===== config.mk =====
export PLATFORM = sky130hd
export DESIGN_NAME = capacitive_charge_time_sensor_flat
export DESIGN_NICKNAME = d
export VERILOG_FILES = /design/src/hdl/ccts_pkg.sv /design/src/hdl/ccts_req_if.sv /design/src/hdl/ccts_rsp_if.sv /design/src/hdl/ccts_cfg.sv /design/src/hdl/ccts_in_reg.sv /design/src/hdl/ccts_core.sv /design/src/hdl/ccts_out_reg.sv /design/src/hdl/capacitive_charge_time_sensor.sv /design/src/flat_wrapper.sv
export SDC_FILE = /design/constraint.sdc
export NUM_CORES = 2
export LEC_CHECK = 0
export BUFFER_PORTS_ARGS = -buffer_cell sky130_fd_sc_hd__buf_2
export CORE_UTILIZATION = 26
export CTS_CLUSTER_DIAMETER = 80
export CTS_CLUSTER_SIZE = 12
export DETAILED_ROUTE_END_ITERATION = 12
export PLACE_DENSITY = 0.41
export SYNTH_ARGS = -nofsm -noshare
export SYNTH_HDL_FRONTEND = slang
export SYNTH_SLANG_ARGS = --single-unit
export TNS_END_PERCENT = 1

===== constraint.sdc =====
create_clock -name clock -period 10.49 [get_ports clock]
set_clock_uncertainty 0.15 [all_clocks]
set_input_delay 2.6225 -clock clock [delete_from_list [all_inputs] [get_ports clock]]
set_output_delay 2.6225 -clock clock [all_outputs]
set_load 0.1 [all_outputs]

===== src/hdl/ccts_pkg.sv =====
// Types and constants of the capacitive charge-time sensor.
package ccts_pkg;

   localparam int CMD_W     = 2;
   localparam int COUNT_W   = 8;
   localparam int CSR_IDX_W = 2;
   localparam int CSR_W     = 32;
   localparam int TENTH_W   = 29;

   // Commands
   localparam logic [CMD_W-1:0] CMD_BASELINED = 2'd1;
   localparam logic [CMD_W-1:0] CMD_RAW       = 2'd2;

   // Register indexes
   localparam logic [CSR_IDX_W-1:0] REG_TIMEOUT   = 2'd0;
   localparam logic [CSR_IDX_W-1:0] REG_AUTOCAL   = 2'd1;
   localparam logic [CSR_IDX_W-1:0] REG_DISCHARGE = 2'd2;

   // Status codes
   localparam logic STATUS_OK      = 1'b0;
   localparam logic STATUS_TIMEOUT = 1'b1;

   // Register reset values
   localparam logic [31:0] TIMEOUT_RESET   = 32'd1860000;
   localparam logic [31:0] AUTOCAL_RESET   = 32'hFFFF_FFFF;
   localparam logic [15:0] DISCHARGE_RESET = 16'd100;

   // Baseline floor and its tenth
   localparam logic [31:0]        FLOOR_RESET = 32'h0FFF_FFFF;
   localparam logic [TENTH_W-1:0] TENTH_RESET = TENTH_W'(FLOOR_RESET / 10);
   localparam logic [31:0]        RECIP_TEN   = 32'hCCCC_CCCD;
   localparam int                 TENTH_SHIFT = 35;
   localparam logic [31:0]        MS_MAX      = 32'hFFFF_FFFF;

   typedef enum logic [2:0] {
      PH_IDLE      = 3'd0,
      PH_DISCHARGE = 3'd1,
      PH_CHARGE    = 3'd2,
      PH_RECHARGE  = 3'd3,
      PH_DRAIN     = 3'd4
   } phase_type;

   typedef struct packed {
      logic [31:0] timeout_count;
      logic [31:0] autocal_interval_ms;
      logic [15:0] discharge_ticks;
   } ccts_cfg_type;

   typedef struct packed {
      logic [CMD_W-1:0]   command;
      logic [COUNT_W-1:0] sample_count;
      logic               rx_level;
      logic               ms_strobe;
   } ccts_req_type;

   typedef struct packed {
      logic        tx_level;
      logic        rx_drive_enable;
      logic        rx_drive_level;
      logic        busy_res;
      logic        done_res;
      logic        status;
      logic [31:0] reading;
   } ccts_rsp_type;

endpackage


===== src/hdl/ccts_req_if.sv =====
// Input channel: one tick word with valid/ready handshake.
interface ccts_req_if;
   import ccts_pkg::*;

   logic               valid;
   logic               ready;
   logic [CMD_W-1:0]   command;
   logic [COUNT_W-1:0] sample_count;
   logic               rx_level;
   logic               ms_strobe;

   modport source (output valid, command, sample_count, rx_level, ms_strobe,
                   input ready);
   modport sink (input valid, command, sample_count, rx_level, ms_strobe,
                 output ready);
endinterface


===== src/hdl/ccts_rsp_if.sv =====
// Result channel: pin levels and measurement status with valid/ready handshake.
interface ccts_rsp_if;
   logic        valid;
   logic        ready;
   logic        tx_level;
   logic        rx_drive_enable;
   logic        rx_drive_level;
   logic        busy_res;
   logic        done_res;
   logic        status;
   logic [31:0] reading;

   modport source (output valid, tx_level, rx_drive_enable, rx_drive_level, busy_res,
                   done_res, status, reading,
                   input ready);
   modport sink (input valid, tx_level, rx_drive_enable, rx_drive_level, busy_res,
                 done_res, status, reading,
                 output ready);
endinterface


===== src/hdl/ccts_cfg.sv =====
// Configuration registers written through the plain write port.
module ccts_cfg (
   input  logic                           clock,
   input  logic                           reset,
   input  logic                           csr_write_en,
   input  logic [ccts_pkg::CSR_IDX_W-1:0] csr_index,
   input  logic [ccts_pkg::CSR_W-1:0]     csr_wdata,
   output ccts_pkg::ccts_cfg_type         cfg
);
   import ccts_pkg::*;

   logic [31:0] timeout_ff;
   logic [31:0] autocal_ff;
   logic [15:0] discharge_ff;

   // Update the addressed register; drop writes beyond the list
   always_ff @(posedge clock) begin
      if (reset) begin
         timeout_ff   <= TIMEOUT_RESET;
         autocal_ff   <= AUTOCAL_RESET;
         discharge_ff <= DISCHARGE_RESET;
      end else if (csr_write_en) begin
         case (csr_index)
            REG_TIMEOUT:   timeout_ff   <= csr_wdata;
            REG_AUTOCAL:   autocal_ff   <= csr_wdata;
            REG_DISCHARGE: discharge_ff <= csr_wdata[15:0];
            default: ;
         endcase
      end
   end

   assign cfg.timeout_count       = timeout_ff;
   assign cfg.autocal_interval_ms = autocal_ff;
   assign cfg.discharge_ticks     = discharge_ff;
endmodule


===== src/hdl/ccts_in_reg.sv =====
// Input register: holds one tick word until the core consumes it.
module ccts_in_reg (
   input  logic                   clock,
   input  logic                   reset,
   ccts_req_if.sink               req_if,
   input  logic                   out_free,
   output logic                   step,
   output ccts_pkg::ccts_req_type item
);
   import ccts_pkg::*;

   logic         valid_ff;
   ccts_req_type item_ff;

   // Advance when a word is held and the result register can take it
   assign step         = valid_ff && out_free;
   assign req_if.ready = !valid_ff || step;

   always_ff @(posedge clock) begin
      if (reset) begin
         valid_ff <= 1'b0;
      end else if (req_if.ready) begin
         valid_ff <= req_if.valid;
      end
   end

   // Capture the payload on accept
   always_ff @(posedge clock) begin
      if (req_if.valid && req_if.ready) begin
         item_ff.command      <= req_if.command;
         item_ff.sample_count <= req_if.sample_count;
         item_ff.rx_level     <= req_if.rx_level;
         item_ff.ms_strobe    <= req_if.ms_strobe;
      end
   end

   assign item = item_ff;
endmodule


===== src/hdl/ccts_core.sv =====
// Measurement core: phase sequencer, tick accumulation and baseline tracking.
module ccts_core (
   input  logic                   clock,
   input  logic                   reset,
   input  logic                   step,
   input  ccts_pkg::ccts_req_type item,
   input  ccts_pkg::ccts_cfg_type cfg,
   output ccts_pkg::ccts_rsp_type result
);
   import ccts_pkg::*;

   phase_type          phase_ff, phase_in;
   logic [31:0]        total_ff, total_in;
   logic [31:0]        floor_ff, floor_in;
   logic [TENTH_W-1:0] tenth_ff;
   logic [31:0]        ms_ff, ms_in;
   logic [COUNT_W-1:0] left_ff, left_in;
   logic [15:0]        timer_ff, timer_in;
   logic               raw_ff, raw_in;

   logic        start;
   logic        disch_end;
   logic        below_limit;
   logic        over_limit;
   logic        charge_count;
   logic        drain_count;
   logic        last_sample;
   logic [31:0] ms_inc;
   logic [31:0] diff;
   logic        recal;
   logic [31:0] floor_mid;
   logic        total_low;
   logic [63:0] tenth_prod;

   // Decode the current tick
   always_comb begin
      start        = (item.command == CMD_BASELINED) || (item.command == CMD_RAW);
      disch_end    = ({1'b0, timer_ff} + 17'd1) >= {1'b0, cfg.discharge_ticks};
      below_limit  = total_ff < cfg.timeout_count;
      over_limit   = total_ff > cfg.timeout_count;
      charge_count = !item.rx_level && below_limit;
      drain_count  = item.rx_level && below_limit;
      last_sample  = left_ff == COUNT_W'(1);
      ms_inc       = (item.ms_strobe && ms_ff != MS_MAX) ? ms_ff + 32'd1 : ms_ff;
   end

   // Next phase
   always_comb begin
      phase_in = phase_ff;
      case (phase_ff)
         PH_IDLE: begin
            if (start && item.sample_count != '0) begin
               phase_in = PH_DISCHARGE;
            end
         end
         PH_DISCHARGE: begin
            if (disch_end) begin
               phase_in = PH_CHARGE;
            end
         end
         PH_CHARGE: begin
            if (charge_count) begin
               phase_in = PH_CHARGE;
            end else if (over_limit) begin
               phase_in = PH_IDLE;
            end else begin
               phase_in = PH_RECHARGE;
            end
         end
         PH_RECHARGE: phase_in = PH_DRAIN;
         PH_DRAIN: begin
            if (drain_count) begin
               phase_in = PH_DRAIN;
            end else if (!below_limit || last_sample) begin
               phase_in = PH_IDLE;
            end else begin
               phase_in = PH_DISCHARGE;
            end
         end
         default: phase_in = PH_IDLE;
      endcase
   end

   // Baseline check on a good end of measurement
   always_comb begin
      diff      = (total_ff > floor_ff) ? total_ff - floor_ff : floor_ff - total_ff;
      recal     = (ms_inc > cfg.autocal_interval_ms) && (diff < {3'b000, tenth_ff});
      floor_mid = recal ? FLOOR_RESET : floor_ff;
      total_low = total_ff < floor_mid;
   end

   // Datapath updates and result fields
   always_comb begin
      total_in = total_ff;
      floor_in = floor_ff;
      ms_in    = ms_inc;
      left_in  = left_ff;
      timer_in = timer_ff;
      raw_in   = raw_ff;
      result.done_res = 1'b0;
      result.status   = STATUS_OK;
      result.reading  = '0;
      case (phase_ff)
         PH_IDLE: begin
            if (start) begin
               total_in = '0;
               raw_in   = item.command == CMD_RAW;
               if (item.sample_count == '0) begin
                  result.done_res = 1'b1;
               end else begin
                  left_in  = item.sample_count;
                  timer_in = '0;
               end
            end
         end
         PH_DISCHARGE: begin
            timer_in = disch_end ? 16'd0 : timer_ff + 16'd1;
         end
         PH_CHARGE: begin
            if (charge_count) begin
               total_in = total_ff + 32'd1;
            end else if (over_limit) begin
               result.done_res = 1'b1;
               result.status   = STATUS_TIMEOUT;
            end
         end
         PH_RECHARGE: ;
         PH_DRAIN: begin
            if (drain_count) begin
               total_in = total_ff + 32'd1;
            end else if (!below_limit) begin
               result.done_res = 1'b1;
               result.status   = STATUS_TIMEOUT;
            end else begin
               left_in = left_ff - COUNT_W'(1);
               if (last_sample) begin
                  result.done_res = 1'b1;
                  if (raw_ff) begin
                     result.reading = total_ff;
                  end else begin
                     if (recal) begin
                        ms_in = '0;
                     end
                     floor_in       = total_low ? total_ff : floor_mid;
                     result.reading = total_low ? 32'd0 : total_ff - floor_mid;
                  end
               end else begin
                  timer_in = '0;
               end
            end
         end
         default: ;
      endcase
   end

   // Pin levels follow the phase reached at the end of the tick
   always_comb begin
      result.tx_level        = phase_in == PH_CHARGE;
      result.rx_drive_enable = (phase_in == PH_DISCHARGE) || (phase_in == PH_RECHARGE);
      result.rx_drive_level  = phase_in == PH_RECHARGE;
      result.busy_res        = phase_in != PH_IDLE;
   end

   // Tenth of the floor by reciprocal multiply, refreshed every cycle
   assign tenth_prod = floor_ff * RECIP_TEN;

   always_ff @(posedge clock) begin
      if (reset) begin
         phase_ff <= PH_IDLE;
         total_ff <= '0;
         floor_ff <= FLOOR_RESET;
         tenth_ff <= TENTH_RESET;
         ms_ff    <= '0;
         left_ff  <= '0;
         timer_ff <= '0;
         raw_ff   <= 1'b0;
      end else begin
         tenth_ff <= tenth_prod[63:TENTH_SHIFT];
         if (step) begin
            phase_ff <= phase_in;
            total_ff <= total_in;
            floor_ff <= floor_in;
            ms_ff    <= ms_in;
            left_ff  <= left_in;
            timer_ff <= timer_in;
            raw_ff   <= raw_in;
         end
      end
   end
endmodule


===== src/hdl/ccts_out_reg.sv =====
// Result register: holds one result word until the sink takes it.
module ccts_out_reg (
   input  logic                   clock,
   input  logic                   reset,
   input  logic                   step,
   input  ccts_pkg::ccts_rsp_type result,
   output logic                   out_free,
   ccts_rsp_if.source             rsp_if
);
   import ccts_pkg::*;

   logic         valid_ff;
   ccts_rsp_type data_ff;

   // Free when empty or being drained this cycle
   assign out_free = !valid_ff || rsp_if.ready;

   always_ff @(posedge clock) begin
      if (reset) begin
         valid_ff <= 1'b0;
      end else if (step) begin
         valid_ff <= 1'b1;
      end else if (rsp_if.ready) begin
         valid_ff <= 1'b0;
      end
   end

   // Load the new result word
   always_ff @(posedge clock) begin
      if (step) begin
         data_ff <= result;
      end
   end

   assign rsp_if.valid           = valid_ff;
   assign rsp_if.tx_level        = data_ff.tx_level;
   assign rsp_if.rx_drive_enable = data_ff.rx_drive_enable;
   assign rsp_if.rx_drive_level  = data_ff.rx_drive_level;
   assign rsp_if.busy_res        = data_ff.busy_res;
   assign rsp_if.done_res        = data_ff.done_res;
   assign rsp_if.status          = data_ff.status;
   assign rsp_if.reading         = data_ff.reading;
endmodule


===== src/hdl/capacitive_charge_time_sensor.sv =====
// Path: input register, then core, then result register and result port.
// Throughput: one tick word per cycle without stalls; each word gets one result word.
// The rate is set by the core's combinational update of phase, count and baseline.
// Stalls on the result side hold the result register and then the input register.
// Reset is synchronous, active high: idle phase, zero count, floor 0x0FFFFFFF.
module capacitive_charge_time_sensor (
   input  logic                           clock,
   input  logic                           reset,
   ccts_req_if.sink                       req_if,
   ccts_rsp_if.source                     rsp_if,
   input  logic                           csr_write_en,
   input  logic [ccts_pkg::CSR_IDX_W-1:0] csr_index,
   input  logic [ccts_pkg::CSR_W-1:0]     csr_wdata
);
   import ccts_pkg::*;

   ccts_cfg_type cfg;
   ccts_req_type item;
   ccts_rsp_type result;
   logic         step;
   logic         out_free;

   ccts_cfg u_cfg (
      .clock        (clock),
      .reset        (reset),
      .csr_write_en (csr_write_en),
      .csr_index    (csr_index),
      .csr_wdata    (csr_wdata),
      .cfg          (cfg)
   );

   ccts_in_reg u_in_reg (
      .clock    (clock),
      .reset    (reset),
      .req_if   (req_if),
      .out_free (out_free),
      .step     (step),
      .item     (item)
   );

   ccts_core u_core (
      .clock  (clock),
      .reset  (reset),
      .step   (step),
      .item   (item),
      .cfg    (cfg),
      .result (result)
   );

   ccts_out_reg u_out_reg (
      .clock    (clock),
      .reset    (reset),
      .step     (step),
      .result   (result),
      .out_free (out_free),
      .rsp_if   (rsp_if)
   );
endmodule


===== src/flat_wrapper.sv =====
// flat-port wrapper written by rule: the top's interface ports become plain ports
module capacitive_charge_time_sensor_flat import ccts_pkg::*;
  (clock, reset, csr_write_en, csr_index, csr_wdata, req_if_valid, req_if_command, req_if_sample_count, req_if_rx_level, req_if_ms_strobe, req_if_ready, rsp_if_valid, rsp_if_tx_level, rsp_if_rx_drive_enable, rsp_if_rx_drive_level, rsp_if_busy_res, rsp_if_done_res, rsp_if_status, rsp_if_reading, rsp_if_ready);
  ccts_req_if req_if_i ();
  ccts_rsp_if rsp_if_i ();
  input  logic clock;
  input  logic reset;
  input  logic csr_write_en;
  input  logic [ccts_pkg::CSR_IDX_W-1:0] csr_index;
  input  logic [ccts_pkg::CSR_W-1:0] csr_wdata;
  input wire logic [$bits(req_if_i.valid)-1:0] req_if_valid;
  input wire logic [$bits(req_if_i.command)-1:0] req_if_command;
  input wire logic [$bits(req_if_i.sample_count)-1:0] req_if_sample_count;
  input wire logic [$bits(req_if_i.rx_level)-1:0] req_if_rx_level;
  input wire logic [$bits(req_if_i.ms_strobe)-1:0] req_if_ms_strobe;
  output wire logic [$bits(req_if_i.ready)-1:0] req_if_ready;
  output wire logic [$bits(rsp_if_i.valid)-1:0] rsp_if_valid;
  output wire logic [$bits(rsp_if_i.tx_level)-1:0] rsp_if_tx_level;
  output wire logic [$bits(rsp_if_i.rx_drive_enable)-1:0] rsp_if_rx_drive_enable;
  output wire logic [$bits(rsp_if_i.rx_drive_level)-1:0] rsp_if_rx_drive_level;
  output wire logic [$bits(rsp_if_i.busy_res)-1:0] rsp_if_busy_res;
  output wire logic [$bits(rsp_if_i.done_res)-1:0] rsp_if_done_res;
  output wire logic [$bits(rsp_if_i.status)-1:0] rsp_if_status;
  output wire logic [$bits(rsp_if_i.reading)-1:0] rsp_if_reading;
  input wire logic [$bits(rsp_if_i.ready)-1:0] rsp_if_ready;
  assign req_if_i.valid = req_if_valid;
  assign req_if_i.command = req_if_command;
  assign req_if_i.sample_count = req_if_sample_count;
  assign req_if_i.rx_level = req_if_rx_level;
  assign req_if_i.ms_strobe = req_if_ms_strobe;
  assign req_if_ready = req_if_i.ready;
  assign rsp_if_valid = rsp_if_i.valid;
  assign rsp_if_tx_level = rsp_if_i.tx_level;
  assign rsp_if_rx_drive_enable = rsp_if_i.rx_drive_enable;
  assign rsp_if_rx_drive_level = rsp_if_i.rx_drive_level;
  assign rsp_if_busy_res = rsp_if_i.busy_res;
  assign rsp_if_done_res = rsp_if_i.done_res;
  assign rsp_if_status = rsp_if_i.status;
  assign rsp_if_reading = rsp_if_i.reading;
  assign rsp_if_i.ready = rsp_if_ready;
  capacitive_charge_time_sensor u_core (.clock(clock), .reset(reset), .req_if(req_if_i), .rsp_if(rsp_if_i), .csr_write_en(csr_write_en), .csr_index(csr_index), .csr_wdata(csr_wdata));
endmodule

==> summary.md <==
| Metric | Value |
|---|---|
| Gr ovfl total | `0` |
| CTS Buffer Depth | `3` |
| Number of routed nets with antenna violations | `0` |
| Final hold viol count | `0` |
| Layout cells sized above 1 | `0.09761` |
| Via count | `28,890` |
| Fmax | `between 100 and 150 MHz` |
| P_int | `1.996 mW` |
| Hold WC Path Type | `register to register` |
| Vias in the first global route | `29,330` |
| Leak | `approximately 19 nW` |
| Setup TNS | `0 ns` |
| Gr busiest metal | `met2` |
| Worst-Margin Slew | `1.247 ns` |
| Top delay family on crit path | `compound AO/OA/AOI/OAI gates` |
| Worst setup path class | `register to register` |
| WP data arrival | `10.15 ns` |
| Switching power of the nets | `0.9898 mW` |
| Nature of the critical path endpoint | `register` |
| Post-DP Area | `39,880 µm²` |
| Root Buffer | `clkbuf_16` |
| CP max FO | `11` |
| Clock Pin Slew Worst Setup and Hold Paths | `0.07 ns` |
| GR Util met3 | `0.01729` |
| Ports | `91` |
| Row count | `136` |
| WL/cell | `between 20 and 25 µm` |
| Core Region | `137,500 µm²` |
| Maximum vdd drop | `0.1127 mV` |
| Final period utilization | `0.9388` |
| Setup WS post-layout | `roughly 0.64 ns` |
| Placer Congestion | `~0.88` |
| Layout area overhead | `13.54%` |
| Grt met1 use | `0.2463` |
| Worst path max stage delay | `~0.40 ns` |
| Worst skew pair latency | `around 0.64 ns` |
| Cell count along the critical path | `43` |
| Data required, critical path | `10.79 ns` |
| Final Critical Period | `9.848 ns` |
| Clock power frac | `0.354` |
| Status | `completed` |
| Most frequent cells after synthesis | `inv_1, ha_1, fa_1, nand2_1, nor2_1` |
| Most frequent cell after synthesis | `inv_1` |
| Hold Buf Count CTS | `0` |
| Number of synthesized flops with an enable pin | `50` |
| Vias per cell | `~4.7` |
| Global-route wire length before repair | `roughly 190 mm` |
| Synth top area cells | `fa_1, ha_1, dfxtp_1` |
| Most used DFF post-synth | `dfxtp_1` |
| Final instance area | `40,960 µm²` |
| Die area | `approximately 140,000 µm²` |
| Detailed Place HPWL | `roughly 100 mm` |
| Synth area leader | `fa_1` |
| CTS buffer count | `31` |
| Register area | `around 6200 µm²` |
| Number of library cell types mapped by synthesis | `94` |
| PD cells | `72.89 nW/µm²` |
| Slew Limit Fails | `0` |
| Met2 Use GR | `0.2974` |
| CTS tree | `yes` |
| Syn nets | `5,120` |
| Max-cap violations | `0` |
| # DRC | `0` |
| Seq pwr share | `0.397` |
| Yosys warning total | `0` |
| Critical path startpoint category | `register` |
| Combinational share of power | `0.249` |
| WHS Path Cells | `2` |
| DR iter-0 viols | `1,985` |
| Area share of the largest cell type after synthesis | `0.2320` |
| Fillcell total | `roughly 15,000` |
| Largest net degree at the start of global routing | `between 60 and 70` |
| Mapped Avg Cell Area | `roughly 9 µm²` |
| Antenna Cells | `0` |
| Total GRT Usage | `0.1754` |
| Initial antenna violation count | `0` |
| Clk sinks | `285` |
| Final WL | `around 120 mm` |
| Seq/Total Area, Yosys | `0.1720` |
| Asr flop ratio synth | `0` |
| Net Sw Frac | `0.3315` |
| Input/output buffers | `90` |
| Die Y | `374.5 µm` |
| Worst slack, placed | `0.1249 ns` |
| CP bufs+invs | `5` |
| H-tree levels | `1` |
| Worst path slowest cell | `maj3_1` |
| Worst Reg-to-Reg Cells | `43` |
| Post-synthesis cell count | `4,128` |
| Final core occ | `0.2979` |
| Synth Register Bits | `285` |
| Mapped cell area | `about 36,000 µm²` |
| Footprint of the multi-input gates | `26,320 µm²` |
| Final setup viols | `0` |
| Pre-Repair DR Iteration Count | `6` |
| Fin nets | `5,320` |
| Slew headroom | `0.1684` |
| Initial Utilization | `0.2624` |
| DIE WIDTH | `about 370 µm` |
-- flip-flops by register name (all words and copies together) (netlist names) --
signal	cells
u_core.u_out_reg.rsp_if.valid	1
u_core.u_in_reg.valid_ff	1
u_core.u_core.floor_ff	32
u_core.u_in_reg.item	12
u_core.u_out_reg.rsp_if.rx_drive_enable	1
u_core.u_out_reg.rsp_if.rx_drive_level	1
u_core.u_out_reg.rsp_if.done_res	1
u_core.u_core.raw_ff	1
u_core.u_core.total_ff	32
u_core.u_core.left_ff	8
u_core.u_core.phase_ff	3
u_core.u_out_reg.rsp_if.reading	32
u_core.u_core.tenth_ff	29
u_core.u_out_reg.rsp_if.busy_res	1
u_core.u_out_reg.rsp_if.tx_level	1
u_core.u_cfg.timeout_ff	32
u_core.u_core.timer_ff	16
u_core.u_core.ms_ff	32
u_core.u_out_reg.rsp_if.status	1
u_core.u_cfg.discharge_ff	16
u_core.u_cfg.autocal_ff	32
-- logic make-up (layout without fill, tap and decap cells) --
kind of cell,after synthesis,after routing,share of synthesized area
multiplexers,20,20,0.005653
flip-flops,285,285,0.1720
XOR/XNOR,148,148,0.03593
adder cells (fa/ha/maj),949,949,0.4156
AO/OA/AOI/OAI,811,811,0.1462
AND/OR/NAND/NOR,942,942,0.1218
buffers and inverters,973,1189,0.1028
-- power by group through the flow --
stage / Combinational [mW] / Sequential, mW / Clock, mW
finish: 0.745 / 1.18 / 1.06
global route: 0.853 / 1.19 / 1.14
CTS: 0.761 / 1.19 / 1.10
detailed placement: 0.753 / 1.21 / 0
global placement: 0.755 / 1.21 / 0
floorplan: 0.481 / 1.25 / 0
-- layer usage --
layer / vias up / wire, µm
li1: 14110 / -
met1: 14260 / 59570
met2: 457 / 58870
met3: 68 / 3848
met4: 0 / 1465
met5: - / 0
-- timing repair --
action,CTS,global route
buffers inserted,0,5
gates resized for setup,0,30
endpoints found under the setup margin,0,64
-- final timing paths --
check                                        end  slack, ns                          from
max          u_core.u_out_reg.rsp_if.reading[29]       0.64    u_core.u_core.total_ff[23]
min reg2reg         u_core.u_cfg.discharge_ff[8]       0.31  u_core.u_cfg.discharge_ff[8]
max reg2reg  u_core.u_out_reg.rsp_if.reading[29]       0.64    u_core.u_core.total_ff[23]
min                 u_core.u_cfg.discharge_ff[8]       0.31  u_core.u_cfg.discharge_ff[8]
-- worst min-delay path, delay by kind of cell, from the launching register on --
| family | cells | cell delay, ns |
|---|---|---|
| flops | 1 | 0.31 |
| simple gates | 1 | 0.05 |
| compound gates | 1 | 0.05 |
-- layout by cell type, fill, tap and decap left out, types with 14 or more instances in the layout --
cell type,n
inv_1,811
ha_1,523
fa_1,418
nand2_1,291
nor2_1,282
a21oi_1,253
dfxtp_1,233
buf_4,223
o21ai_0,137
xnor2_1,101
buf_2,89
nand3_1,85
nand4_1,56
a21o_1,55
a22oi_1,54
nor3_1,50
edfxtp_1,50
xor2_1,47
a31oi_1,45
a211o_1,42
clkbuf_16,32
o21a_1,31
nor2b_1,27
a211oi_1,25
nor4_1,25
or3_1,21
and3_1,20
a32o_1,19
o211ai_1,18
o21bai_1,14
mux2i_1,14
-- per-stage QoR --
step	hold slack [ns]	instances	power, mW
final	0.3051	6138	2.986
after global routing	0.3270	6138	3.179
after CTS	0.3076	6132	3.047
after detailed placement	0.2980	6083	1.964
after global placement	0.2952	6083	1.965
after floorplan	0.2863	4128	1.729
-- area by class of cell --
class / instances / share of cell area
multi-input cells: 2870 / 0.6425
clock inverters: 10 / 0.002108
well taps: 1794 / 0.05480
repair buffers: 316 / 0.05382
inverters: 824 / 0.07551
flip-flops and latches: 285 / 0.1516
clock buffers: 39 / 0.01967
No activity file was read; power rests on OpenSTA's default activity.
